**src/rtl/mss_pkg.sv**
```systemverilog
package mss_pkg;

    // Field widths fixed by the store format
    localparam int ADDR_W   = 64;
    localparam int DATA_W   = 64;
    localparam int INDEX_W  = 10;
    localparam int SIZE_W   = 4;
    localparam int OFF_W    = 3;
    localparam int KIND_W   = 2;
    localparam int CFG_IDX_W = 3;
    localparam int COUNT_W  = 2;

    // Largest number of MMIO ranges the config port can address
    localparam int MAX_MMIO_RANGES = 3;
    localparam int DEF_MMIO_RANGES = 3;

    // Queue between classifier and issue side
    localparam int QUEUE_DEPTH = 4;
    localparam int QUEUE_PTR_W = $clog2(QUEUE_DEPTH);
    localparam int QUEUE_CNT_W = $clog2(QUEUE_DEPTH + 1);

    localparam logic [SIZE_W-1:0] WORD_BYTES = SIZE_W'(8);

    // Configuration register indexes
    typedef enum logic [CFG_IDX_W-1:0] {
        REG_RANGE_COUNT  = 3'd0,
        REG_RANGE0_START = 3'd1,
        REG_RANGE0_END   = 3'd2,
        REG_RANGE1_START = 3'd3,
        REG_RANGE1_END   = 3'd4,
        REG_RANGE2_START = 3'd5,
        REG_RANGE2_END   = 3'd6
    } cfg_reg_t;

    // Result word kinds as seen on the port
    typedef enum logic [KIND_W-1:0] {
        PART_DIRECT = 2'd0,
        PART_BLOCK  = 2'd1,
        PART_ERROR  = 2'd2
    } part_kind_t;

    // Classification made by the front end
    typedef enum logic [1:0] {
        CLS_DIRECT,
        CLS_SPLIT,
        CLS_ERROR
    } store_class_t;

    // Issue side sequencing
    typedef enum logic {
        BACK_FIRST,
        BACK_SECOND
    } back_state_t;

    // One classified store waiting in the queue
    typedef struct packed {
        store_class_t        cls;
        logic [ADDR_W-1:0]   addr;
        logic [SIZE_W-1:0]   size;
        logic [DATA_W-1:0]   data;
    } entry_t;

    // One result word
    typedef struct packed {
        part_kind_t          kind;
        logic [ADDR_W-1:0]   addr;
        logic [OFF_W-1:0]    offset;
        logic [SIZE_W-1:0]   bytes;
        logic [DATA_W-1:0]   data;
        logic                last;
    } result_t;

    // Mask of the low n bytes, n from 0 to 8 (8 and above give all ones)
    function automatic logic [DATA_W-1:0] byte_mask(input logic [SIZE_W-1:0] n);
        logic [DATA_W-1:0] m;
        if (n >= WORD_BYTES) begin
            m = '1;
        end else begin
            m = (DATA_W'(1) << {n[OFF_W-1:0], 3'b000}) - DATA_W'(1);
        end
        return m;
    endfunction

endpackage

```
**src/rtl/mss_front.sv**
```systemverilog
module mss_front
    import mss_pkg::*;
#(
    parameter int NUM_MMIO_RANGES = DEF_MMIO_RANGES
)
(
    input  logic                 clk,
    input  logic                 rst_n,
    input  logic                 accept,
    input  logic                 kind,
    input  logic [ADDR_W-1:0]    address,
    input  logic [INDEX_W-1:0]   element_index,
    input  logic [SIZE_W-1:0]    byte_count,
    input  logic [DATA_W-1:0]    store_data,
    input  logic                 active,
    input  logic                 cfg_write,
    input  logic [CFG_IDX_W-1:0] cfg_index,
    input  logic [DATA_W-1:0]    cfg_data,
    output logic                 load,
    output logic                 push,
    output entry_t               push_entry
);

    localparam int PROD_W = INDEX_W + SIZE_W;

    logic [COUNT_W-1:0] range_count_reg;
    logic [ADDR_W-1:0]  range_start_reg [NUM_MMIO_RANGES];
    logic [ADDR_W-1:0]  range_end_reg   [NUM_MMIO_RANGES];

    logic               s1_valid_reg;
    logic [ADDR_W-1:0]  s1_addr_reg;
    logic [SIZE_W-1:0]  s1_size_reg;
    logic [DATA_W-1:0]  s1_data_reg;

    logic [SIZE_W-1:0]  size_clamp;
    logic [PROD_W-1:0]  stride_offset;
    logic [ADDR_W-1:0]  addr_next;
    logic               has_result;

    logic [OFF_W-1:0]   offset;
    logic               crosses;
    logic [ADDR_W-1:0]  block0;
    logic [ADDR_W-1:0]  block1;

    // Address lies in one of the enabled ranges
    function automatic logic in_mmio(input logic [ADDR_W-1:0] a);
        logic hit;
        hit = 1'b0;
        for (int r = 0; r < NUM_MMIO_RANGES; r++) begin
            if ((COUNT_W'(r) < range_count_reg) && (a >= range_start_reg[r])
                && (a < range_end_reg[r])) begin
                hit = 1'b1;
            end
        end
        return hit;
    endfunction

    // Hold range registers; they are to be written only while idle, which the block does not enforce
    always_ff @(posedge clk or negedge rst_n) begin
        if (!rst_n) begin
            range_count_reg <= '0;
            for (int r = 0; r < NUM_MMIO_RANGES; r++) begin
                range_start_reg[r] <= '0;
                range_end_reg[r]   <= '0;
            end
        end else if (cfg_write) begin
            if (cfg_index == REG_RANGE_COUNT) begin
                range_count_reg <= cfg_data[COUNT_W-1:0];
            end
            for (int r = 0; r < NUM_MMIO_RANGES; r++) begin
                if (cfg_index == CFG_IDX_W'(REG_RANGE0_START) + CFG_IDX_W'(2 * r)) begin
                    range_start_reg[r] <= cfg_data;
                end
                if (cfg_index == CFG_IDX_W'(REG_RANGE0_END) + CFG_IDX_W'(2 * r)) begin
                    range_end_reg[r] <= cfg_data;
                end
            end
        end
    end

    // Stage 1: effective address, clamped size, trimmed data
    assign size_clamp    = (byte_count > WORD_BYTES) ? WORD_BYTES : byte_count;
    assign stride_offset = element_index * PROD_W'(size_clamp);
    assign addr_next     = kind ? (address + ADDR_W'(stride_offset)) : address;
    assign has_result    = !(kind && !active) && (byte_count != '0);
    assign load          = accept && has_result;

    always_ff @(posedge clk or negedge rst_n) begin
        if (!rst_n) begin
            s1_valid_reg <= 1'b0;
        end else begin
            s1_valid_reg <= load;
        end
    end

    always_ff @(posedge clk) begin
        if (load) begin
            s1_addr_reg <= addr_next;
            s1_size_reg <= size_clamp;
            s1_data_reg <= store_data & byte_mask(size_clamp);
        end
    end

    // Stage 2: word crossing and MMIO checks, then queue the store
    assign offset  = s1_addr_reg[OFF_W-1:0];
    assign crosses = (SIZE_W'(offset) + s1_size_reg) > WORD_BYTES;
    assign block0  = {s1_addr_reg[ADDR_W-1:OFF_W], {OFF_W{1'b0}}};
    assign block1  = {s1_addr_reg[ADDR_W-1:OFF_W] + (ADDR_W-OFF_W)'(1), {OFF_W{1'b0}}};

    always_comb begin
        push_entry.addr = s1_addr_reg;
        push_entry.size = s1_size_reg;
        push_entry.data = s1_data_reg;
        priority if (in_mmio(s1_addr_reg) || !crosses) begin
            push_entry.cls = CLS_DIRECT;
        end else if (in_mmio(block0) || in_mmio(block1)) begin
            push_entry.cls = CLS_ERROR;
        end else begin
            push_entry.cls = CLS_SPLIT;
        end
    end

    assign push = s1_valid_reg;

endmodule

```
**src/rtl/mss_queue.sv**
```systemverilog
module mss_queue
    import mss_pkg::*;
(
    input  logic   clk,
    input  logic   rst_n,
    input  logic   push,
    input  entry_t push_entry,
    input  logic   pop,
    output logic   empty,
    output entry_t head
);

    entry_t                 mem_reg [QUEUE_DEPTH];
    logic [QUEUE_PTR_W-1:0] wr_ptr_reg;
    logic [QUEUE_PTR_W-1:0] rd_ptr_reg;
    logic [QUEUE_CNT_W-1:0] count_reg;
    logic [QUEUE_CNT_W-1:0] count_next;

    // Store incoming word; space is guaranteed by the credit count
    always_ff @(posedge clk) begin
        if (push) begin
            mem_reg[wr_ptr_reg] <= push_entry;
        end
    end

    // Advance pointers and fill level
    always_comb begin
        count_next = count_reg;
        if (push && !pop) begin
            count_next = count_reg + QUEUE_CNT_W'(1);
        end else if (pop && !push) begin
            count_next = count_reg - QUEUE_CNT_W'(1);
        end
    end

    always_ff @(posedge clk or negedge rst_n) begin
        if (!rst_n) begin
            wr_ptr_reg <= '0;
            rd_ptr_reg <= '0;
            count_reg  <= '0;
        end else begin
            if (push) begin
                wr_ptr_reg <= wr_ptr_reg + QUEUE_PTR_W'(1);
            end
            if (pop) begin
                rd_ptr_reg <= rd_ptr_reg + QUEUE_PTR_W'(1);
            end
            count_reg <= count_next;
        end
    end

    assign empty = (count_reg == '0);
    assign head  = mem_reg[rd_ptr_reg];

endmodule

```
**src/rtl/mss_back.sv**
```systemverilog
module mss_back
    import mss_pkg::*;
(
    input  logic    clk,
    input  logic    rst_n,
    input  logic    empty,
    input  entry_t  head,
    output logic    pop,
    output logic    result_valid,
    output result_t result
);

    back_state_t       state_reg;
    back_state_t       state_next;
    logic              valid_reg;
    logic              valid_next;
    result_t           result_reg;
    result_t           result_next;

    logic [OFF_W-1:0]  offset;
    logic [SIZE_W-1:0] first_bytes;
    logic [SIZE_W-1:0] second_bytes;
    logic [ADDR_W-1:0] block0;
    logic [ADDR_W-1:0] block1;
    result_t           direct_word;
    result_t           error_word;
    result_t           first_word;
    result_t           second_word;

    // Build the candidate words from the queue head
    assign offset       = head.addr[OFF_W-1:0];
    assign first_bytes  = WORD_BYTES - SIZE_W'(offset);
    assign second_bytes = head.size - first_bytes;
    assign block0       = {head.addr[ADDR_W-1:OFF_W], {OFF_W{1'b0}}};
    assign block1       = {head.addr[ADDR_W-1:OFF_W] + (ADDR_W-OFF_W)'(1), {OFF_W{1'b0}}};

    always_comb begin
        direct_word.kind   = PART_DIRECT;
        direct_word.addr   = head.addr;
        direct_word.offset = offset;
        direct_word.bytes  = head.size;
        direct_word.data   = head.data;
        direct_word.last   = 1'b1;

        error_word.kind    = PART_ERROR;
        error_word.addr    = head.addr;
        error_word.offset  = '0;
        error_word.bytes   = '0;
        error_word.data    = '0;
        error_word.last    = 1'b1;

        first_word.kind    = PART_BLOCK;
        first_word.addr    = block0;
        first_word.offset  = offset;
        first_word.bytes   = first_bytes;
        first_word.data    = head.data & byte_mask(first_bytes);
        first_word.last    = 1'b0;

        second_word.kind   = PART_BLOCK;
        second_word.addr   = block1;
        second_word.offset = '0;
        second_word.bytes  = second_bytes;
        second_word.data   = head.data >> {first_bytes[OFF_W-1:0], 3'b000};
        second_word.last   = 1'b1;
    end

    // Next state: a split store holds the head on into BACK_SECOND
    always_comb begin
        state_next = state_reg;
        unique case (state_reg)
            BACK_FIRST: begin
                if (!empty && (head.cls == CLS_SPLIT)) begin
                    state_next = BACK_SECOND;
                end
            end
            BACK_SECOND: begin
                state_next = BACK_FIRST;
            end
            default: begin
                state_next = BACK_FIRST;
            end
        endcase
    end

    // Outputs: select the word to issue and drop the head on its last word
    always_comb begin
        pop         = 1'b0;
        valid_next  = 1'b0;
        result_next = direct_word;
        unique case (state_reg)
            BACK_FIRST: begin
                if (!empty) begin
                    valid_next = 1'b1;
                    unique case (head.cls)
                        CLS_DIRECT: begin
                            result_next = direct_word;
                            pop         = 1'b1;
                        end
                        CLS_ERROR: begin
                            result_next = error_word;
                            pop         = 1'b1;
                        end
                        CLS_SPLIT: begin
                            result_next = first_word;
                        end
                        default: begin
                            result_next = error_word;
                            pop         = 1'b1;
                        end
                    endcase
                end
            end
            BACK_SECOND: begin
                valid_next  = 1'b1;
                result_next = second_word;
                pop         = 1'b1;
            end
            default: begin
                valid_next = 1'b0;
            end
        endcase
    end

    always_ff @(posedge clk or negedge rst_n) begin
        if (!rst_n) begin
            state_reg <= BACK_FIRST;
            valid_reg <= 1'b0;
        end else begin
            state_reg <= state_next;
            valid_reg <= valid_next;
        end
    end

    always_ff @(posedge clk) begin
        if (valid_next) begin
            result_reg <= result_next;
        end
    end

    assign result_valid = valid_reg;
    assign result       = result_reg;

endmodule

```
**src/rtl/misaligned_store_splitter_unit.sv**
```systemverilog
// Takes one store per cycle on start while busy is low and issues its result words, one
// word per cycle, each marked by result_valid for one cycle. A store that stays inside
// one 8-byte word, or starts in an MMIO range, gives one direct word; a word-crossing
// store gives two block words on consecutive cycles, or a single error word if either
// block is MMIO. Inactive vector elements and zero-size stores give no word and leave
// no trace. The two-stage classifier feeds the issue side through a four-entry queue,
// so a steady stream of unsplit stores sustains one store per cycle; a split store holds
// the queue head while its second word issues, and busy rises when four stores that give
// words are not yet fully issued. The receiver cannot stall, so every word must be taken
// the cycle it appears. Write the range registers only while idle.
module misaligned_store_splitter_unit
    import mss_pkg::*;
#(
    parameter int NUM_MMIO_RANGES = DEF_MMIO_RANGES
)
(
    input  logic                 clk,
    input  logic                 rst_n,
    input  logic                 start,
    output logic                 busy,
    input  logic                 kind,
    input  logic [ADDR_W-1:0]    address,
    input  logic [INDEX_W-1:0]   element_index,
    input  logic [SIZE_W-1:0]    byte_count,
    input  logic [DATA_W-1:0]    store_data,
    input  logic                 active,
    input  logic                 cfg_write,
    input  logic [CFG_IDX_W-1:0] cfg_index,
    input  logic [DATA_W-1:0]    cfg_data,
    output logic                 result_valid,
    output logic [KIND_W-1:0]    part_kind,
    output logic [ADDR_W-1:0]    write_address,
    output logic [OFF_W-1:0]     byte_offset,
    output logic [SIZE_W-1:0]    part_bytes,
    output logic [DATA_W-1:0]    part_data,
    output logic                 last
);

    logic                   accept;
    logic                   load;
    logic                   push;
    logic                   pop;
    logic                   empty;
    entry_t                 push_entry;
    entry_t                 head;
    result_t                result;
    logic [QUEUE_CNT_W-1:0] credit_reg;
    logic [QUEUE_CNT_W-1:0] credit_next;

    assign accept = start && !busy;
    assign busy   = (credit_reg == QUEUE_CNT_W'(QUEUE_DEPTH));

    // Count stores taken but not yet fully issued
    always_comb begin
        credit_next = credit_reg;
        if (load && !pop) begin
            credit_next = credit_reg + QUEUE_CNT_W'(1);
        end else if (pop && !load) begin
            credit_next = credit_reg - QUEUE_CNT_W'(1);
        end
    end

    always_ff @(posedge clk or negedge rst_n) begin
        if (!rst_n) begin
            credit_reg <= '0;
        end else begin
            credit_reg <= credit_next;
        end
    end

    mss_front #(
        .NUM_MMIO_RANGES(NUM_MMIO_RANGES)
    ) u_front (
        .clk          (clk),
        .rst_n        (rst_n),
        .accept       (accept),
        .kind         (kind),
        .address      (address),
        .element_index(element_index),
        .byte_count   (byte_count),
        .store_data   (store_data),
        .active       (active),
        .cfg_write    (cfg_write),
        .cfg_index    (cfg_index),
        .cfg_data     (cfg_data),
        .load         (load),
        .push         (push),
        .push_entry   (push_entry)
    );

    mss_queue u_queue (
        .clk       (clk),
        .rst_n     (rst_n),
        .push      (push),
        .push_entry(push_entry),
        .pop       (pop),
        .empty     (empty),
        .head      (head)
    );

    mss_back u_back (
        .clk         (clk),
        .rst_n       (rst_n),
        .empty       (empty),
        .head        (head),
        .pop         (pop),
        .result_valid(result_valid),
        .result      (result)
    );

    // Drive the result ports
    assign part_kind     = result.kind;
    assign write_address = result.addr;
    assign byte_offset   = result.offset;
    assign part_bytes    = result.bytes;
    assign part_data     = result.data;
    assign last          = result.last;

endmodule

```
**config.mk**
```make
export PLATFORM = sky130hd
export DESIGN_NAME = misaligned_store_splitter_unit
export DESIGN_NICKNAME = d
export VERILOG_FILES = /design/src/rtl/mss_pkg.sv /design/src/rtl/mss_front.sv /design/src/rtl/mss_queue.sv /design/src/rtl/mss_back.sv /design/src/rtl/misaligned_store_splitter_unit.sv
export SDC_FILE = /design/constraint.sdc
export NUM_CORES = 2
export LEC_CHECK = 0
export BUFFER_PORTS_ARGS = -buffer_cell sky130_fd_sc_hd__buf_4
export CELL_PAD_IN_SITES_DETAIL_PLACEMENT = 2
export CELL_PAD_IN_SITES_GLOBAL_PLACEMENT = 2
export CORE_UTILIZATION = 45
export DETAILED_ROUTE_END_ITERATION = 8
export GPL_TIMING_DRIVEN = 0
export PLACE_DENSITY_LB_ADDON = 0.12
export SYNTH_ARGS = -nofsm -noshare
export SYNTH_HDL_FRONTEND = slang
export SYNTH_SLANG_ARGS = --single-unit
```
**constraint.sdc**
```tcl
create_clock -name clk -period 19.76 [get_ports clk]
set_input_delay 3.952 -clock clk [delete_from_list [all_inputs] [get_ports clk]]
set_output_delay 3.952 -clock clk [all_outputs]
set_load 0.005 [all_outputs]
```
==> impl_metrics.csv <==
group,metric,value,unit
run_status,status,"finished, final reports clean",
setup_path,worstReg2RegStart,"u_front.s1_addr_reg[13]",
timing,hold_worst_slack,0.476,ns
synth,syn_area,67500,um2
timing,rsz0062_at_grt,"no",
timing,final.setup.tns,0,ns
synth,netlist_top_cells_count,"edfxtp_1, ha_1, nand2_1",
global_routing,total_grt_usage,0.383,
floorplanning,rows,141,
power,switching_share,0.422,
floorplanning,dieArea,152000,um2
floorplanning,dieWidth,389,um
synth,syn-instance-count,5600,
timing,tightest_slew,1.44,ns
route,totalWireLength,292000,um
route,drc,0,
synth,post-synth-top-count-cell,"edfxtp_1",
power,clock_power_share,0.242,
setup_path,critPathKind,"in2reg",
global_routing,grt_pass1_vias,57850,
timing,timing.final.crit_share,0.542,
setup_path,startpoint_type,"input pin",
global_routing,wire_length_of_the_first_global_routing_pass,418000,um
timing,max_freq,0.0933,GHz
timing,worst_slack,9.05,ns
clock_tree,cts_tree,"built",
finish,postLayoutCoreUtil,0.526,
power,internal_portion_of_total_power,6540,uW
finish,area_growth,15.6,%
setup_path,critical_path.endpoint_type,"flop",
floorplanning,height_of_the_die,389,um
finish,largest_reg_flops,536,
setup_path,r2r_cells,20,
timing,timing_hold_violations_final,0,
clock_tree,post_cts_sizing_count,0,
synth,ys_types,95,
synth,edff_count_synth,806,
hold_path,min_delay_worst_endpoint,"credit_reg[2]",
finish,drive_gt1_frac,0.161,
placed_design,post-place-cells,7992,
power,comb_power_share,0.418,
clock_tree,post-cts-setup-buffers,0,
setup_path,critical_path_required,20.31,ns
synth,synth_seq_area_share,0.507,
timing,layout_min_cycle_time,10.71,ns
hold_path,hold-path-cell-count,1,
route,via_density_per_instance,6.39,
power,power.ir.vdd_worst,0.0931,mV
route,wl_met1,112000,um
timing,slew_viol_final,0,
floorplanning,floorplan.io_pins,355,
clock_tree,clock_latency_on_the_worst_skew_pair,0.83,ns
finish,stdcell_count,8259,
setup_path,critPathMaxFanout,10,
global_routing,number_of_antenna_violations_at_the_first_check_in_global_routing,27,
placed_design,gp_congestion,0.925,
route,met3_length,22100,um
route,length_of_routed_met2_wiring,139000,um
synth,yosys-top-cells-area,"edfxtp_1, dfrtp_1, ha_1",
synth,synth_area_leader_cell,"edfxtp_1",
finish,finalNetCount,7170,
setup_path,critical_path_arrival,11.27,ns
route,first_pass_iters,6,
synth,post_synth.cell_area_avg,12.1,um2
floorplanning,coreArea,148000,um2
power,share_seq_of_total_power,0.339,
synth,synth_top_area_frac,0.359,
timing,skew,0.0582,ns
synth,asr_flop_ratio_synth,0.331,
clock_tree,tritoncts_num_sinks,1205,
timing,slew_headroom,0.0319,
placed_design,detailed_place_hpwl,206000,um
global_routing,total_overflow_reported_by_the_global_router,0,
setup_path,rrSetupSlack,9.17,ns
placed_design,io_buffers,350,
clock_tree,tritoncts.num_buffers,141,
global_routing,largest_net_degree_at_the_start_of_global_routing,110,
run,max_cap_violations,0,
placed_design,post-place-ws,8.41,ns
setup_path,crit-reg2reg-capture,"u_queue.mem_reg[2][132]",
clock_tree,cts_root_buffer_type,"clkbuf_16",
route,drt_iter0_markers,4699,
clock_tree,worst_setup_hold_path_clk_slew,0.07,ns
synth,warning_count_from_the_yosys_run,0,
synth,synth_net_count,6637,
route,detail-route-antenna-nets,0,
power,power.density_cell_area,145,nW/um2
clock_tree,postCtsHoldBufs,0,
route,detailroute.via_count,52736,
synth,yosys_register_bits,1205,
route,route.top_layer_used,"met5",
floorplanning,initial_standard_cell_utilization_of_the_core,0.455,
clock_tree,number_of_h_tree_levels,4,
power,power_leakage,0.0328,uW
synth,synth_ff_type,"edfxtp_1",
clock_tree,clockBufferDepth,3,
hold_path,timing.hold.worst.start,"credit_reg[2]",
hold_path,min-delay-path-class,"reg2reg",
power,p_switching,4770,uW
timing,finalSetupViolCount,0,
route,wire_per_inst,35.3,um
logic make-up (layout without fill, tap and decap cells):
group | Yosys count | after routing | share of synthesized area
compound gates | 1028 | 1028 | 0.0930
other cells | 0 | 7 | 0
simple gates | 1377 | 1377 | 0.100
mux | 366 | 366 | 0.0833
buf+inv | 606 | 1256 | 0.0359
xor+xnor | 196 | 196 | 0.0254
fa+ha+maj | 822 | 822 | 0.156
flops | 1205 | 1205 | 0.507
stage by stage:
stage                     instance area (um2)  total power [uW]
final                                   78000             11300
after global routing                    78000             11600
after CTS                               78000             11100
after detailed placement                73300              8180
after global placement                  72600              7780
after floorplan                         67500              6170
critical path, stage by stage:
cell and delay [ns]:
buf_4 0.10, clkbuf_1 0.47, nor2b_1 0.31, clkbuf_1 0.43, and2_1 0.23, fa_1 0.44, fa_1 0.55, inv_1 0.06
fa_1 0.52, inv_1 0.08, ha_1 0.28, or4_1 0.57, a21oi_1 0.25, o31ai_1 0.20, a2111oi_0 0.62, o21ai_1 0.17
buf_4 0.22, nand3_1 0.65, buf_2 0.57, nor3_1 0.12, xor2_1 0.41
area by class of cell:
type                    instances  area (um2)
fillers                     14207       70300
flip-flops and latches       1205       34200
multi-input cells            3789       31000
clock buffers                 195        3870
repair buffers                390        3270
well taps                    2002        2500
inverters                     465        1750
clock inverters                65         806
plain buffers                 141         678
diodes                          7        17.5
power by group through the flow:
stage | Combinational (uW) | Sequential [uW] | Clock [uW]
2_1_floorplan | 2510 | 3670 | 0
3_3_place_gp | 3920 | 3860 | 0
3_5_place_dp | 4350 | 3830 | 0
4_1_cts | 4560 | 3810 | 2750
5_1_grt | 4920 | 3850 | 2820
6_report | 4730 | 3840 | 2740
layer usage:
layer / vias to the layer above / global-route usage
met1: 27508 / 0.466
met2: 2540 / 0.632
li1: 21765 / -
met5: - / 0
met3: 903 / 0.0860
met4: 20 / 0.209
worst max path at each step:
| stage | from | end | slack (ns) | depth (start not counted) |
|---|---|---|---|---|
| floorplan | byte_count[1] | credit_reg[2] | 4.28 | 9 |
| detailed placement | byte_count[1] | u_front.s1_addr_reg[45] | 8.41 | 21 |
| CTS | byte_count[1] | u_front.s1_addr_reg[45] | 9.13 | 21 |
| finish | byte_count[1] | u_front.s1_addr_reg[45] | 9.05 | 21 |
| global route | byte_count[2] | u_front.s1_addr_reg[45] | 8.78 | 21 |
| global placement | byte_count[1] | credit_reg[2] | -3.78 | 10 |
cells in the final DEF, fill, tap and decap left out, drive strengths merged, types with 18 or more instances in the layout:
master / instances
fa: 31
nor2b: 87
edfxtp: 806
a21o: 160
and2: 62
mux2: 209
xnor2: 128
nand2: 596
a221o: 18
mux4: 132
and3: 45
nand2b: 25
ha: 791
clkinv: 46
xor2: 68
dfrtp: 399
buf: 434
nand4: 155
nand3: 98
a211oi: 46
o21ai: 338
inv: 470
and4: 22
clkbuf: 291
o221ai: 24
nor4: 30
a21oi: 307
nor3: 52
nor2: 160
mux2i: 25
No activity file was read; power rests on OpenSTA's default activity.
